[config.mk]
export PLATFORM = sky130hd
export DESIGN_NAME = type1_charstring_encrypt_encoder
export DESIGN_NICKNAME = d
export VERILOG_FILES = /design/src/hdl/tce_pkg.sv /design/src/hdl/tce_front.sv /design/src/hdl/tce_fifo.sv /design/src/hdl/tce_back.sv /design/src/hdl/type1_charstring_encrypt_encoder.sv
export SDC_FILE = /design/constraint.sdc
export NUM_CORES = 1
export LEC_CHECK = 0
export ABC_AREA = 1
export BUFFER_PORTS_ARGS = -buffer_cell sky130_fd_sc_hd__buf_2
export CORE_MARGIN = 2
export CORE_UTILIZATION = 25
export DETAILED_ROUTE_END_ITERATION = 6
export REMOVE_ABC_BUFFERS = 1
export SLEW_MARGIN = 5
export SYNTH_ARGS = -nofsm -noshare
export SYNTH_HDL_FRONTEND = slang
export SYNTH_SLANG_ARGS = --single-unit
[constraint.sdc]
create_clock -name clk -period 9.71 [get_ports clk]
set_input_delay 0 -clock clk [delete_from_list [all_inputs] [get_ports clk]]
set_output_delay 0 -clock clk [all_outputs]
set_load 0.01 [all_outputs]
[src/hdl/tce_pkg.sv]
`default_nettype none

package tce_pkg;

	localparam logic [15:0] CIPHER_MUL  = 16'd52845;
	localparam logic [15:0] CIPHER_ADD  = 16'd22719;
	localparam logic [15:0] CS_KEY_INIT = 16'd4330;
	localparam logic [15:0] EX_KEY_INIT = 16'd55665;
	localparam logic [3:0]  LEN_IV_INIT = 4'd4;
	localparam logic [3:0]  EX_LEAD_LEN = 4'd4;
	localparam int          TCE_QUEUE_DEPTH = 4;
	localparam int          JOB_BYTES = 5;

	typedef enum logic [2:0] {
		MODE_CS_START = 3'd0,
		MODE_INT      = 3'd1,
		MODE_CMD      = 3'd2,
		MODE_EX_START = 3'd3,
		MODE_EX_BYTE  = 3'd4
	} mode_t;

	typedef struct packed {
		logic [2:0]         mode;
		logic signed [31:0] number;
		logic [7:0]         first_code;
		logic [7:0]         second_code;
		logic               has_second;
		logic [7:0]         data_byte;
	} tok_t;

	typedef struct packed {
		logic [7:0] cipher_byte;
		logic       from_eexec;
		logic       last_byte;
	} enc_t;

	// plain bytes leave from the top of pbytes; only the first cnt bytes are sent
	typedef struct packed {
		logic                     eex;
		logic                     reload;
		logic [3:0]               cnt;
		logic [JOB_BYTES*8-1:0]   pbytes;
	} job_t;

endpackage

`default_nettype wire

[src/hdl/tce_front.sv]
`default_nettype none

module tce_front
	import tce_pkg::*;
(
	input  logic       clk,
	input  logic       arst_n,
	input  logic       tok_valid,
	output logic       tok_stall,
	input  tok_t       tok,
	input  logic [3:0] len_iv,
	output logic       push_valid,
	input  logic       push_ready,
	output job_t       push_job
);

	logic        vld_s1;
	job_t        job_s1;
	job_t        job;
	logic        job_ok;
	logic        accept;
	logic        neg;
	logic [31:0] num_u;
	logic [31:0] mag;
	logic [10:0] x;
	logic [7:0]  hi_byte;
	logic [7:0]  one_byte;

	assign num_u    = tok.number;
	assign neg      = num_u[31];
	assign mag      = neg ? (32'd0 - num_u) : num_u;
	assign x        = mag[10:0] - 11'd108;
	assign hi_byte  = {6'd0, x[9:8]} + (neg ? 8'd251 : 8'd247);
	assign one_byte = neg ? (8'd139 - mag[7:0]) : (8'd139 + mag[7:0]);

	always_comb begin
		job    = '0;
		job_ok = 1'b1;
		unique case (tok.mode)
			MODE_CS_START: begin
				job.reload = 1'b1;
				job.cnt    = len_iv;
			end
			MODE_INT: begin
				if (mag <= 32'd107) begin
					job.cnt    = 4'd1;
					job.pbytes = {one_byte, 32'd0};
				end else if (mag <= 32'd1131) begin
					job.cnt    = 4'd2;
					job.pbytes = {hi_byte, x[7:0], 24'd0};
				end else begin
					job.cnt    = 4'd5;
					job.pbytes = {8'hFF, num_u};
				end
			end
			MODE_CMD: begin
				job.cnt    = tok.has_second ? 4'd2 : 4'd1;
				job.pbytes = {tok.first_code, tok.second_code, 24'd0};
			end
			MODE_EX_START: begin
				job.eex    = 1'b1;
				job.reload = 1'b1;
				job.cnt    = EX_LEAD_LEN;
			end
			MODE_EX_BYTE: begin
				job.eex    = 1'b1;
				job.cnt    = 4'd1;
				job.pbytes = {tok.data_byte, 32'd0};
			end
			default: begin
				job_ok = 1'b0;
			end
		endcase
	end

	assign tok_stall  = vld_s1 & ~push_ready;
	assign accept     = tok_valid & ~tok_stall;
	assign push_valid = vld_s1;
	assign push_job   = job_s1;

	always_ff @(posedge clk or negedge arst_n) begin
		if (!arst_n) begin
			vld_s1 <= 1'b0;
		end else if (accept) begin
			vld_s1 <= job_ok;
		end else if (push_ready) begin
			vld_s1 <= 1'b0;
		end
	end

	always_ff @(posedge clk) begin
		if (accept) begin
			job_s1 <= job;
		end
	end

endmodule

`default_nettype wire

[src/hdl/tce_fifo.sv]
`default_nettype none

module tce_fifo
	import tce_pkg::*;
#(
	parameter int DEPTH = TCE_QUEUE_DEPTH
) (
	input  logic clk,
	input  logic arst_n,
	input  logic push_valid,
	output logic push_ready,
	input  job_t push_job,
	output logic pop_valid,
	input  logic pop_ready,
	output job_t pop_job
);

	localparam int AW = (DEPTH > 1) ? $clog2(DEPTH) : 1;
	localparam int CW = $clog2(DEPTH + 1);

	job_t          mem_q [DEPTH];
	logic [AW-1:0] wr_q;
	logic [AW-1:0] rd_q;
	logic [CW-1:0] cnt_q;
	logic          do_push;
	logic          do_pop;

	assign push_ready = cnt_q != CW'(DEPTH);
	assign pop_valid  = cnt_q != '0;
	assign pop_job    = mem_q[rd_q];
	assign do_push    = push_valid & push_ready;
	assign do_pop     = pop_valid & pop_ready;

	always_ff @(posedge clk or negedge arst_n) begin
		if (!arst_n) begin
			wr_q  <= '0;
			rd_q  <= '0;
			cnt_q <= '0;
		end else begin
			if (do_push) begin
				wr_q <= (wr_q == AW'(DEPTH - 1)) ? '0 : wr_q + 1'b1;
			end
			if (do_pop) begin
				rd_q <= (rd_q == AW'(DEPTH - 1)) ? '0 : rd_q + 1'b1;
			end
			if (do_push && !do_pop) begin
				cnt_q <= cnt_q + 1'b1;
			end else if (do_pop && !do_push) begin
				cnt_q <= cnt_q - 1'b1;
			end
		end
	end

	always_ff @(posedge clk) begin
		if (do_push) begin
			mem_q[wr_q] <= push_job;
		end
	end

endmodule

`default_nettype wire

[src/hdl/tce_back.sv]
`default_nettype none

module tce_back
	import tce_pkg::*;
(
	input  logic clk,
	input  logic arst_n,
	input  logic pop_valid,
	output logic pop_ready,
	input  job_t pop_job,
	output logic enc_valid,
	input  logic enc_stall,
	output enc_t enc
);

	logic [JOB_BYTES*8-1:0] sh_q;
	logic [3:0]             rem_q;
	logic                   eex_q;
	logic [15:0]            cs_key_q;
	logic [15:0]            ex_key_q;
	logic                   enc_valid_q;
	enc_t                   enc_q;
	logic                   busy;
	logic                   emit;
	logic                   pop;
	logic                   last;
	logic [15:0]            key;
	logic [7:0]             c;
	logic [15:0]            sum;
	logic [15:0]            key_nxt;

	assign busy = rem_q != 4'd0;
	assign last = rem_q == 4'd1;
	assign emit = busy & (~enc_valid_q | ~enc_stall);
	assign pop_ready = ~busy | (emit & last);
	assign pop  = pop_valid & pop_ready;

	// one cipher round per cycle while busy and the output is not stalled
	assign key     = eex_q ? ex_key_q : cs_key_q;
	assign c       = sh_q[JOB_BYTES*8-1 -: 8] ^ key[15:8];
	assign sum     = {8'd0, c} + key;
	assign key_nxt = 16'(sum * CIPHER_MUL) + CIPHER_ADD;

	always_ff @(posedge clk or negedge arst_n) begin
		if (!arst_n) begin
			rem_q       <= 4'd0;
			cs_key_q    <= CS_KEY_INIT;
			ex_key_q    <= EX_KEY_INIT;
			enc_valid_q <= 1'b0;
		end else begin
			if (pop) begin
				rem_q <= pop_job.cnt;
			end else if (emit) begin
				rem_q <= rem_q - 4'd1;
			end
			// a reload from the next item overrides the last round of the current one
			if (pop && pop_job.reload && !pop_job.eex) begin
				cs_key_q <= CS_KEY_INIT;
			end else if (emit && !eex_q) begin
				cs_key_q <= key_nxt;
			end
			if (pop && pop_job.reload && pop_job.eex) begin
				ex_key_q <= EX_KEY_INIT;
			end else if (emit && eex_q) begin
				ex_key_q <= key_nxt;
			end
			if (emit) begin
				enc_valid_q <= 1'b1;
			end else if (!enc_stall) begin
				enc_valid_q <= 1'b0;
			end
		end
	end

	always_ff @(posedge clk) begin
		if (pop) begin
			sh_q  <= pop_job.pbytes;
			eex_q <= pop_job.eex;
		end else if (emit) begin
			sh_q <= {sh_q[JOB_BYTES*8-9:0], 8'd0};
		end
		if (emit) begin
			enc_q.cipher_byte <= c;
			enc_q.from_eexec  <= eex_q;
			enc_q.last_byte   <= last;
		end
	end

	assign enc_valid = enc_valid_q;
	assign enc       = enc_q;

endmodule

`default_nettype wire

[src/hdl/type1_charstring_encrypt_encoder.sv]
// channel | handshake            | payload
// tok     | tok_valid, tok_stall  | tok (tok_t): one token or eexec byte
// enc     | enc_valid, enc_stall  | enc (enc_t): one cipher byte
// cfg     | cfg_valid, cfg_ready  | cfg_data: len_iv, cfg_ready always high
//
// one cipher byte per cycle from the back end key loop while enc_stall is low; an item
// gives 1, 2 or 5 bytes for numbers, 1 or 2 for commands, len_iv or 4 for starts
// a taken item passes the front stage, the queue and the back end before its first byte reaches the output
// reset: charstring key 4330, eexec key 55665, len_iv 4, queue and output empty
// enc_stall holds the output register; the back end and then the queue back up,
// and tok_stall rises only once the queue is full and the front stage holds an item
`default_nettype none

module type1_charstring_encrypt_encoder
	import tce_pkg::*;
#(
	parameter int QUEUE_DEPTH = TCE_QUEUE_DEPTH
) (
	input  logic       clk,
	input  logic       arst_n,
	input  logic       tok_valid,
	output logic       tok_stall,
	input  tok_t       tok,
	output logic       enc_valid,
	input  logic       enc_stall,
	output enc_t       enc,
	input  logic       cfg_valid,
	output logic       cfg_ready,
	input  logic [3:0] cfg_data
);

	logic [3:0] len_iv_q;
	logic       push_valid;
	logic       push_ready;
	job_t       push_job;
	logic       pop_valid;
	logic       pop_ready;
	job_t       pop_job;

	assign cfg_ready = 1'b1;

	always_ff @(posedge clk or negedge arst_n) begin
		if (!arst_n) begin
			len_iv_q <= LEN_IV_INIT;
		end else if (cfg_valid && cfg_ready) begin
			len_iv_q <= cfg_data;
		end
	end

	tce_front u_front (
		.clk        (clk),
		.arst_n     (arst_n),
		.tok_valid  (tok_valid),
		.tok_stall  (tok_stall),
		.tok        (tok),
		.len_iv     (len_iv_q),
		.push_valid (push_valid),
		.push_ready (push_ready),
		.push_job   (push_job)
	);

	tce_fifo #(
		.DEPTH (QUEUE_DEPTH)
	) u_fifo (
		.clk        (clk),
		.arst_n     (arst_n),
		.push_valid (push_valid),
		.push_ready (push_ready),
		.push_job   (push_job),
		.pop_valid  (pop_valid),
		.pop_ready  (pop_ready),
		.pop_job    (pop_job)
	);

	tce_back u_back (
		.clk       (clk),
		.arst_n    (arst_n),
		.pop_valid (pop_valid),
		.pop_ready (pop_ready),
		.pop_job   (pop_job),
		.enc_valid (enc_valid),
		.enc_stall (enc_stall),
		.enc       (enc)
	);

endmodule

`default_nettype wire

==> flow_results.xml, run 1 <==
<?xml version="1.0" encoding="UTF-8"?>
<metrics>
  <group name="clock_tree">
    <metric name="clk-insertion-delay-late" unit="ns">0.53</metric>
    <metric name="cts-buffers-inserted" unit="">36</metric>
    <metric name="path_clk_slew" unit="ns">0.06</metric>
    <metric name="cts.repair.resized" unit="">0</metric>
    <metric name="tritoncts" unit="">built</metric>
    <metric name="cts-root-to-sink-buffers" unit="">3</metric>
    <metric name="clock-root-buffer" unit="">clkbuf_16</metric>
    <metric name="cts.sink_count" unit="">330</metric>
    <metric name="h_tree_depth" unit="">2</metric>
  </group>
  <group name="worst_setup_path">
    <metric name="kind_of_critical_path" unit="">flop to flop</metric>
    <metric name="startpoint_type" unit="">flop</metric>
    <metric name="reg2reg_start" unit="">u_back.eex_q</metric>
    <metric name="slowest_stage" unit="">edfxtp_1</metric>
    <metric name="worst_r2r_path_depth" unit="">33</metric>
    <metric name="cp_max_fo" unit="">34</metric>
    <metric name="crit_path_end_kind" unit="">flop</metric>
    <metric name="path_common_cell" unit="">inv_1</metric>
    <metric name="r2r-end" unit="">u_back.cs_key_q[15]</metric>
    <metric name="path_delay_family" unit="">adder cells</metric>
    <metric name="worstPathBufferInverterCount" unit="">7</metric>
    <metric name="slowest_delay" unit="ns">0.97</metric>
    <metric name="r2r_slack" unit="ns">1.83</metric>
    <metric name="worst_path_required_time" unit="ns">10.11</metric>
    <metric name="cp.arrival" unit="ns">8.28</metric>
  </group>
  <group name="worst_hold_path">
    <metric name="whs_endpoint" unit="">u_front.push_valid</metric>
    <metric name="hold_path_class" unit="">input port to flop</metric>
    <metric name="hold_start" unit="">tok[59]</metric>
    <metric name="holdPathStages" unit="">4</metric>
  </group>
  <group name="synth">
    <metric name="synth_largest_area_cell" unit="">edfxtp_1</metric>
    <metric name="synthFlopType" unit="">edfxtp_1</metric>
    <metric name="synthesized_instance_count" unit="">1861</metric>
    <metric name="yosysTopAreaCellShare" unit="%">46.6</metric>
    <metric name="syn_area" unit="mm^2">0.0181</metric>
    <metric name="cell_with_the_most_instances_after_synthesis" unit="">nor2_1</metric>
    <metric name="seq_area_frac_synth" unit="%">53.5</metric>
    <metric name="synth_cell_types" unit="">52</metric>
    <metric name="synth_edf_count" unit="">281</metric>
    <metric name="synth_async_sr_flop_share" unit="%">14.8</metric>
    <metric name="synth-seq-cells" unit="">330</metric>
    <metric name="synth_commonest_cells" unit="">nor2_1 (321), nand2_1 (288), edfxtp_1 (281)</metric>
    <metric name="synth_area_per_cell" unit="um^2">9.74</metric>
    <metric name="synth_top_area_cells" unit="">edfxtp_1 (47%), nor2_1 (6.7%), ha_1 (6.3%), nand2_1 (6.0%), inv_1 (4.9%)</metric>
    <metric name="ys.warnings.count" unit="">0</metric>
  </group>
  <group name="timing">
    <metric name="drv_slew" unit="">0</metric>
    <metric name="final_hold_viol_count" unit="">0</metric>
    <metric name="max_slew.worst_pin.slew" unit="ns">1.07</metric>
    <metric name="timing.max_slew.rel_slack" unit="%">28.6</metric>
    <metric name="maxClockFrequency" unit="GHz">0.127</metric>
    <metric name="timing.final.setup_violations" unit="">0</metric>
    <metric name="post-route-min-period" unit="ns">7.88</metric>
    <metric name="skew" unit="ns">0.0194</metric>
    <metric name="final.period_utilization" unit="%">81.2</metric>
    <metric name="tns" unit="ns">0</metric>
    <metric name="rsz_0062_raised_after_global_routing" unit="">no</metric>
  </group>
  <group name="route">
    <metric name="detailedRoute.firstPassIterationCount" unit="">5</metric>
    <metric name="detailroute.wirelength.met3" unit="um">2230</metric>
    <metric name="drt.antenna.violating_nets" unit="">0</metric>
    <metric name="highest_layer" unit="">met4</metric>
    <metric name="drt_drc" unit="">0</metric>
    <metric name="wirelength_met1" unit="um">20000</metric>
    <metric name="drt_iter0_markers" unit="">1098</metric>
    <metric name="via_count" unit="">13100</metric>
    <metric name="routed_wirelength" unit="um">44200</metric>
    <metric name="met2_wirelength" unit="um">21000</metric>
    <metric name="vias_per_cell" unit="">4.41</metric>
    <metric name="wl_per_cell" unit="um">14.8</metric>
  </group>
  <group name="die">
    <metric name="placementRows" unit="">98</metric>
    <metric name="die_w" unit="um">273</metric>
    <metric name="overall_die_area" unit="mm^2">0.0746</metric>
    <metric name="fp.dieH" unit="um">273</metric>
    <metric name="floorplan.initialDensity" unit="%">25.3</metric>
    <metric name="coreArea" unit="mm^2">0.0716</metric>
    <metric name="ios" unit="">82</metric>
  </group>
  <group name="global_routing">
    <metric name="grt_pass1_vias" unit="">12900</metric>
    <metric name="grt_remaining_overflow" unit="">0</metric>
    <metric name="first_pass_grt_wire_length" unit="um">70200</metric>
    <metric name="maximum_number_of_pins_on_one_net_before_global_route_repair" unit="">96</metric>
    <metric name="antenna_violations_before_repair" unit="">1</metric>
    <metric name="global_route.usage.total" unit="%">11.9</metric>
  </group>
  <group name="place">
    <metric name="place_hpwl" unit="um">30100</metric>
    <metric name="post-place-cells" unit="">2850</metric>
    <metric name="place.gp.congestion" unit="">0.922</metric>
    <metric name="buffer_ports.inserted" unit="">80</metric>
  </group>
  <group name="cells_and_area">
    <metric name="syn2layout_area_growth" unit="%">18.7</metric>
    <metric name="layout-drive-gt1-share" unit="%">10.6</metric>
    <metric name="stdcell_count" unit="">2979</metric>
    <metric name="fill_cells" unit="">7488</metric>
    <metric name="design.final.nets" unit="">2204</metric>
  </group>
  <group name="run_status">
    <metric name="outcome" unit="">completed</metric>
  </group>
  <group name="job">
    <metric name="max_cap_violations" unit="">0</metric>
  </group>
</metrics>
## placed cells by master, fill, tap and decap left out, types with 3 or more instances in the layout
master,n
o22ai_1,8
nand3_1,83
clkbuf_1,8
nor2_4,9
nand3b_1,5
xnor2_1,21
buf_2,80
a32o_1,6
inv_1,235
edfxtp_1,281
clkinv_2,5
dfrtp_1,31
nor3_1,5
o21ai_0,151
clkbuf_16,39
nand3_4,3
nand2_2,4
dfstp_2,16
nor2_1,316
dlygate4sd3_1,62
clkinvlp_4,3
a31oi_1,34
nor2_2,13
bufinv_16,4
fa_1,44
o211ai_1,4
xor2_1,35
nand2_1,287
a21o_1,6
nand4_1,19
o21bai_1,3
a21oi_1,49
o21ai_1,8
a22oi_1,5
buf_4,16
inv_2,8
ha_1,91
clkinv_1,4
## cell families (layout without fill, tap and decap cells)
group | count (synthesis) | in the layout | share of synthesized area [%]
buffers and inverters | 302 | 469 | 6.42
XOR/XNOR | 56 | 56 | 2.71
flip-flops | 330 | 330 | 53.5
adder cells (fa/ha/maj) | 135 | 135 | 11.1
AO/OA/AOI/OAI | 285 | 285 | 8.78
AND/OR/NAND/NOR | 751 | 751 | 17.4
other | 1 | 2 | 0.0207
multiplexers | 1 | 1 | 0.0622
## what timing repair did
item / in CTS / in global routing
hold buffers: 62 / 0
endpoints found under the hold margin: 79 / 0
setup buffers: 0 / 0
## cell type report
class	count	area [um^2]	area share (%)
antenna	1	2.50	0.0116
clock buffer	49	1030	4.81
clock inverter	17	209	0.972
inverter	245	920	4.28
multi-input combinational	1229	7320	34.0
sequential	330	9690	45.1
tap	950	1190	5.53
timing repair buffer	158	1140	5.31
## worst reg2reg max path: cells and delay by family, from the launching register on
kind	cells	cell delay, ns
adder cells (fa/ha/maj)	9	3.53
AND/OR/NAND/NOR	11	1.24
AO/OA/AOI/OAI	4	1.03
flip-flops	1	0.97
XOR/XNOR	2	0.63
buffers and inverters	7	0.36
## through the flow
step / utilization (%) / hold WS, ns / area, um^2 / setup WS [ns]
floorplan: - / -0.296 / 17900 / 2.73
global placement: 27.4 / 0.183 / 19600 / 1.99
detailed placement: 27.4 / 0.186 / 19600 / 1.81
CTS: 30.0 / 0.00233 / 21500 / 1.79
global route: 30.0 / 0.0444 / 21500 / 0.959
finish: 30.0 / 0.0340 / 21500 / 1.83
## registers in the layout (all words and copies together) (netlist names)
name and cells:
u_front.push_job 46, u_front.push_valid 1, u_back.eex_q 1, u_back.cs_key_q 16
u_fifo.wr_q 2, len_iv_q 4, u_fifo.rd_q 2, u_back.sh_q 40
u_fifo.cnt_q 3, u_back.enc_valid 1, u_back.rem_q 4, u_back.enc 10
u_back.ex_key_q 16, u_fifo.mem_q 184
## worst max path at each step
stage | from | endpoint | slack (ns) | depth (start not counted)
2_1_floorplan | u_back.eex_q | u_back.cs_key_q[15] | 2.73 | 34
3_3_place_gp | u_back.eex_q | u_back.cs_key_q[15] | 1.99 | 33
3_5_place_dp | u_back.eex_q | u_back.cs_key_q[15] | 1.81 | 33
4_1_cts | u_back.eex_q | u_back.cs_key_q[15] | 1.79 | 34
5_1_grt | u_back.eex_q | u_back.cs_key_q[15] | 0.96 | 34
6_report | u_back.eex_q | u_back.cs_key_q[15] | 1.83 | 33
## routing by layer
| layer | global-route usage [%] | up-vias |
|---|---|---|
| met5 | 0 | - |
| met1 | 15.9 | 6243 |
| met4 | 2.92 | 0 |
| li1 | - | 6493 |
| met2 | 20.5 | 355 |
| met3 | 1.39 | 53 |
Power of run 1 is left out: the tool's default activity adds up to more than one toggle a clock period on the data nets, which glitch-free logic cannot reach.
==> run 2, diff against run 1 <==
==> constraint.sdc (replaced) <==
create_clock -name clk -period 7.1 [get_ports clk]
set_input_delay 0 -clock clk [delete_from_list [all_inputs] [get_ports clk]]
set_output_delay 0 -clock clk [all_outputs]
set_load 0.01 [all_outputs]
==> run 2 against run 1 <==
- non-clock buffer count grew 28
- first-iteration DRC count is 8.7% lower
- clock skew is 0.0021 ns lower
- wire length increased by 3.4%
- die area is the same
==> flow_results.xml, run 2 (same netlist as run 1, synthesis figures left out) <==
<?xml version="1.0" encoding="UTF-8"?>
<metrics>
  <group name="worst_hold_path">
    <metric name="hold_path_class" unit="">input port to flop</metric>
    <metric name="holdPathStages" unit="">4</metric>
    <metric name="whs_endpoint" unit="">u_front.push_job[39]</metric>
    <metric name="hold_start" unit="">tok[24]</metric>
  </group>
  <group name="place">
    <metric name="buffer_ports.inserted" unit="">80</metric>
    <metric name="place_ws" unit="ns">0.0784</metric>
    <metric name="place.gp.congestion" unit="">0.940</metric>
    <metric name="post-place-cells" unit="">2867</metric>
    <metric name="place_hpwl" unit="um">31100</metric>
  </group>
  <group name="timing">
    <metric name="post-route-min-period" unit="ns">6.78</metric>
    <metric name="skew" unit="ns">0.0173</metric>
    <metric name="postLayoutSetupSlackWorst" unit="ns">0.317</metric>
    <metric name="timing.max_slew.rel_slack" unit="%">27.0</metric>
    <metric name="max_slew.worst_pin.slew" unit="ns">1.10</metric>
    <metric name="drv_slew" unit="">0</metric>
    <metric name="timing.final.setup_violations" unit="">0</metric>
    <metric name="maxClockFrequency" unit="GHz">0.147</metric>
    <metric name="final_hold_viol_count" unit="">0</metric>
    <metric name="final.period_utilization" unit="%">95.5</metric>
    <metric name="tns" unit="ns">0</metric>
  </group>
  <group name="die">
    <metric name="die_w" unit="um">273</metric>
    <metric name="ios" unit="">82</metric>
    <metric name="fp.dieH" unit="um">273</metric>
    <metric name="overall_die_area" unit="mm^2">0.0746</metric>
    <metric name="coreArea" unit="mm^2">0.0716</metric>
    <metric name="floorplan.initialDensity" unit="%">25.3</metric>
    <metric name="placementRows" unit="">98</metric>
  </group>
  <group name="cells_and_area">
    <metric name="design.final.nets" unit="">2233</metric>
    <metric name="syn2layout_area_growth" unit="%">21.2</metric>
    <metric name="largest_register" unit="">u_fifo.mem_q</metric>
    <metric name="post-route-util" unit="%">30.7</metric>
    <metric name="diodes" unit="">0</metric>
    <metric name="layout-drive-gt1-share" unit="%">13.4</metric>
    <metric name="fill_cells" unit="">7370</metric>
    <metric name="stdcell_count" unit="">3007</metric>
    <metric name="mostFrequentLayoutCells" unit="">nor2_1 (315), nand2_1 (285), edfxtp_1 (281), inv_1 (234), o21ai_0 (145)</metric>
    <metric name="largest_register_ffs" unit="">184</metric>
    <metric name="layout_commonest_cell" unit="">nor2_1</metric>
  </group>
  <group name="clock_tree">
    <metric name="clk-insertion-delay-late" unit="ns">0.54</metric>
    <metric name="path_clk_slew" unit="ns">0.06</metric>
    <metric name="cts-buffers-inserted" unit="">37</metric>
    <metric name="clock-root-buffer" unit="">clkbuf_16</metric>
    <metric name="cts-root-to-sink-buffers" unit="">3</metric>
    <metric name="h_tree_depth" unit="">2</metric>
    <metric name="cts.sink_count" unit="">330</metric>
    <metric name="tritoncts" unit="">built</metric>
  </group>
  <group name="route">
    <metric name="met2_wirelength" unit="um">21500</metric>
    <metric name="via_count" unit="">13300</metric>
    <metric name="drt.antenna.violating_nets" unit="">0</metric>
    <metric name="detailroute.wirelength.met3" unit="um">2150</metric>
    <metric name="detailedRoute.firstPassIterationCount" unit="">7</metric>
    <metric name="highest_layer" unit="">met4</metric>
    <metric name="wl_per_cell" unit="um">15.2</metric>
    <metric name="routed_wirelength" unit="um">45700</metric>
    <metric name="drt_drc" unit="">0</metric>
    <metric name="wirelength_met1" unit="um">20900</metric>
    <metric name="drt_iter0_markers" unit="">1003</metric>
    <metric name="vias_per_cell" unit="">4.43</metric>
  </group>
  <group name="global_routing">
    <metric name="grt_remaining_overflow" unit="">0</metric>
    <metric name="global_route.usage.total" unit="%">12.2</metric>
    <metric name="first_pass_grt_wire_length" unit="um">71900</metric>
    <metric name="antenna_violations_before_repair" unit="">0</metric>
    <metric name="grt_pass1_vias" unit="">13200</metric>
    <metric name="maximum_number_of_pins_on_one_net_before_global_route_repair" unit="">96</metric>
  </group>
  <group name="worst_setup_path">
    <metric name="slowest_stage" unit="">fa_1</metric>
    <metric name="worst_r2r_path_depth" unit="">29</metric>
    <metric name="startpoint_type" unit="">flop</metric>
    <metric name="reg2reg_start" unit="">u_back.eex_q</metric>
    <metric name="kind_of_critical_path" unit="">flop to flop</metric>
    <metric name="r2r-end" unit="">u_back.ex_key_q[14]</metric>
    <metric name="crit_path_end_kind" unit="">flop</metric>
    <metric name="worst_path_required_time" unit="ns">7.58</metric>
    <metric name="r2r_slack" unit="ns">0.32</metric>
    <metric name="cp.arrival" unit="ns">7.26</metric>
    <metric name="cp_max_fo" unit="">8</metric>
    <metric name="slowest_delay" unit="ns">0.54</metric>
  </group>
  <group name="job">
    <metric name="max_cap_violations" unit="">0</metric>
  </group>
  <group name="run_status">
    <metric name="outcome" unit="">completed</metric>
  </group>
</metrics>
[run 2: area by class of cell]
type	count	area, um^2	share of cell area, %
inverters	245	920	4.19
flip-flops and latches	330	9690	44.1
multi-input cells	1229	7550	34.4
clock inverters	26	317	1.44
clock buffers	41	941	4.28
well taps	950	1190	5.41
repair buffers	186	1360	6.21
[run 2: worst max-delay path by stage]
stage	startpoint	endpoint	slack, ns
final	u_back.eex_q	u_back.ex_key_q[14]	0.32
after global routing	u_back.eex_q	u_back.cs_key_q[15]	-0.05
after CTS	u_back.eex_q	u_back.cs_key_q[15]	0.07
after detailed placement	u_back.eex_q	u_back.cs_key_q[15]	0.08
after global placement	u_back.eex_q	u_back.cs_key_q[15]	0.22
after floorplan	u_back.eex_q	u_back.cs_key_q[15]	0.12
[run 2: through the flow]
| step | hold WS [ns] | instance area, um^2 |
|---|---|---|
| after floorplan | -0.296 | 17900 |
| after CTS | 0.0222 | 21700 |
| after global routing | 0.0453 | 22000 |
| after global placement | 0.179 | 19800 |
| final | 0.0375 | 22000 |
| after detailed placement | 0.173 | 19800 |
[run 2: per-layer routing]
metal	vias to the layer above	global-route usage, %
met5	-	0
met4	0	3.80
met3	76	1.72
met2	369	20.4
met1	6324	16.3
li1	6551	-
[run 2: worst max-delay path: cells and delay by family, from the launching register on]
family,cells,cell delay (ns)
AND/OR/NAND/NOR,4,0.39
adder cells (fa/ha/maj),9,3.66
flip-flops,1,0.53
buffers and inverters,8,0.73
XOR/XNOR,3,0.59
AO/OA/AOI/OAI,5,0.81
[run 2: timing repair]
item                                   in CTS  in global routing
hold buffers                               64                  0
buffers inserted                            0                  8
gates resized for setup                     0                 47
endpoints found under the hold margin      81                  0
setup endpoints to repair                   0                 10
Power of run 2 is left out for the same reason.
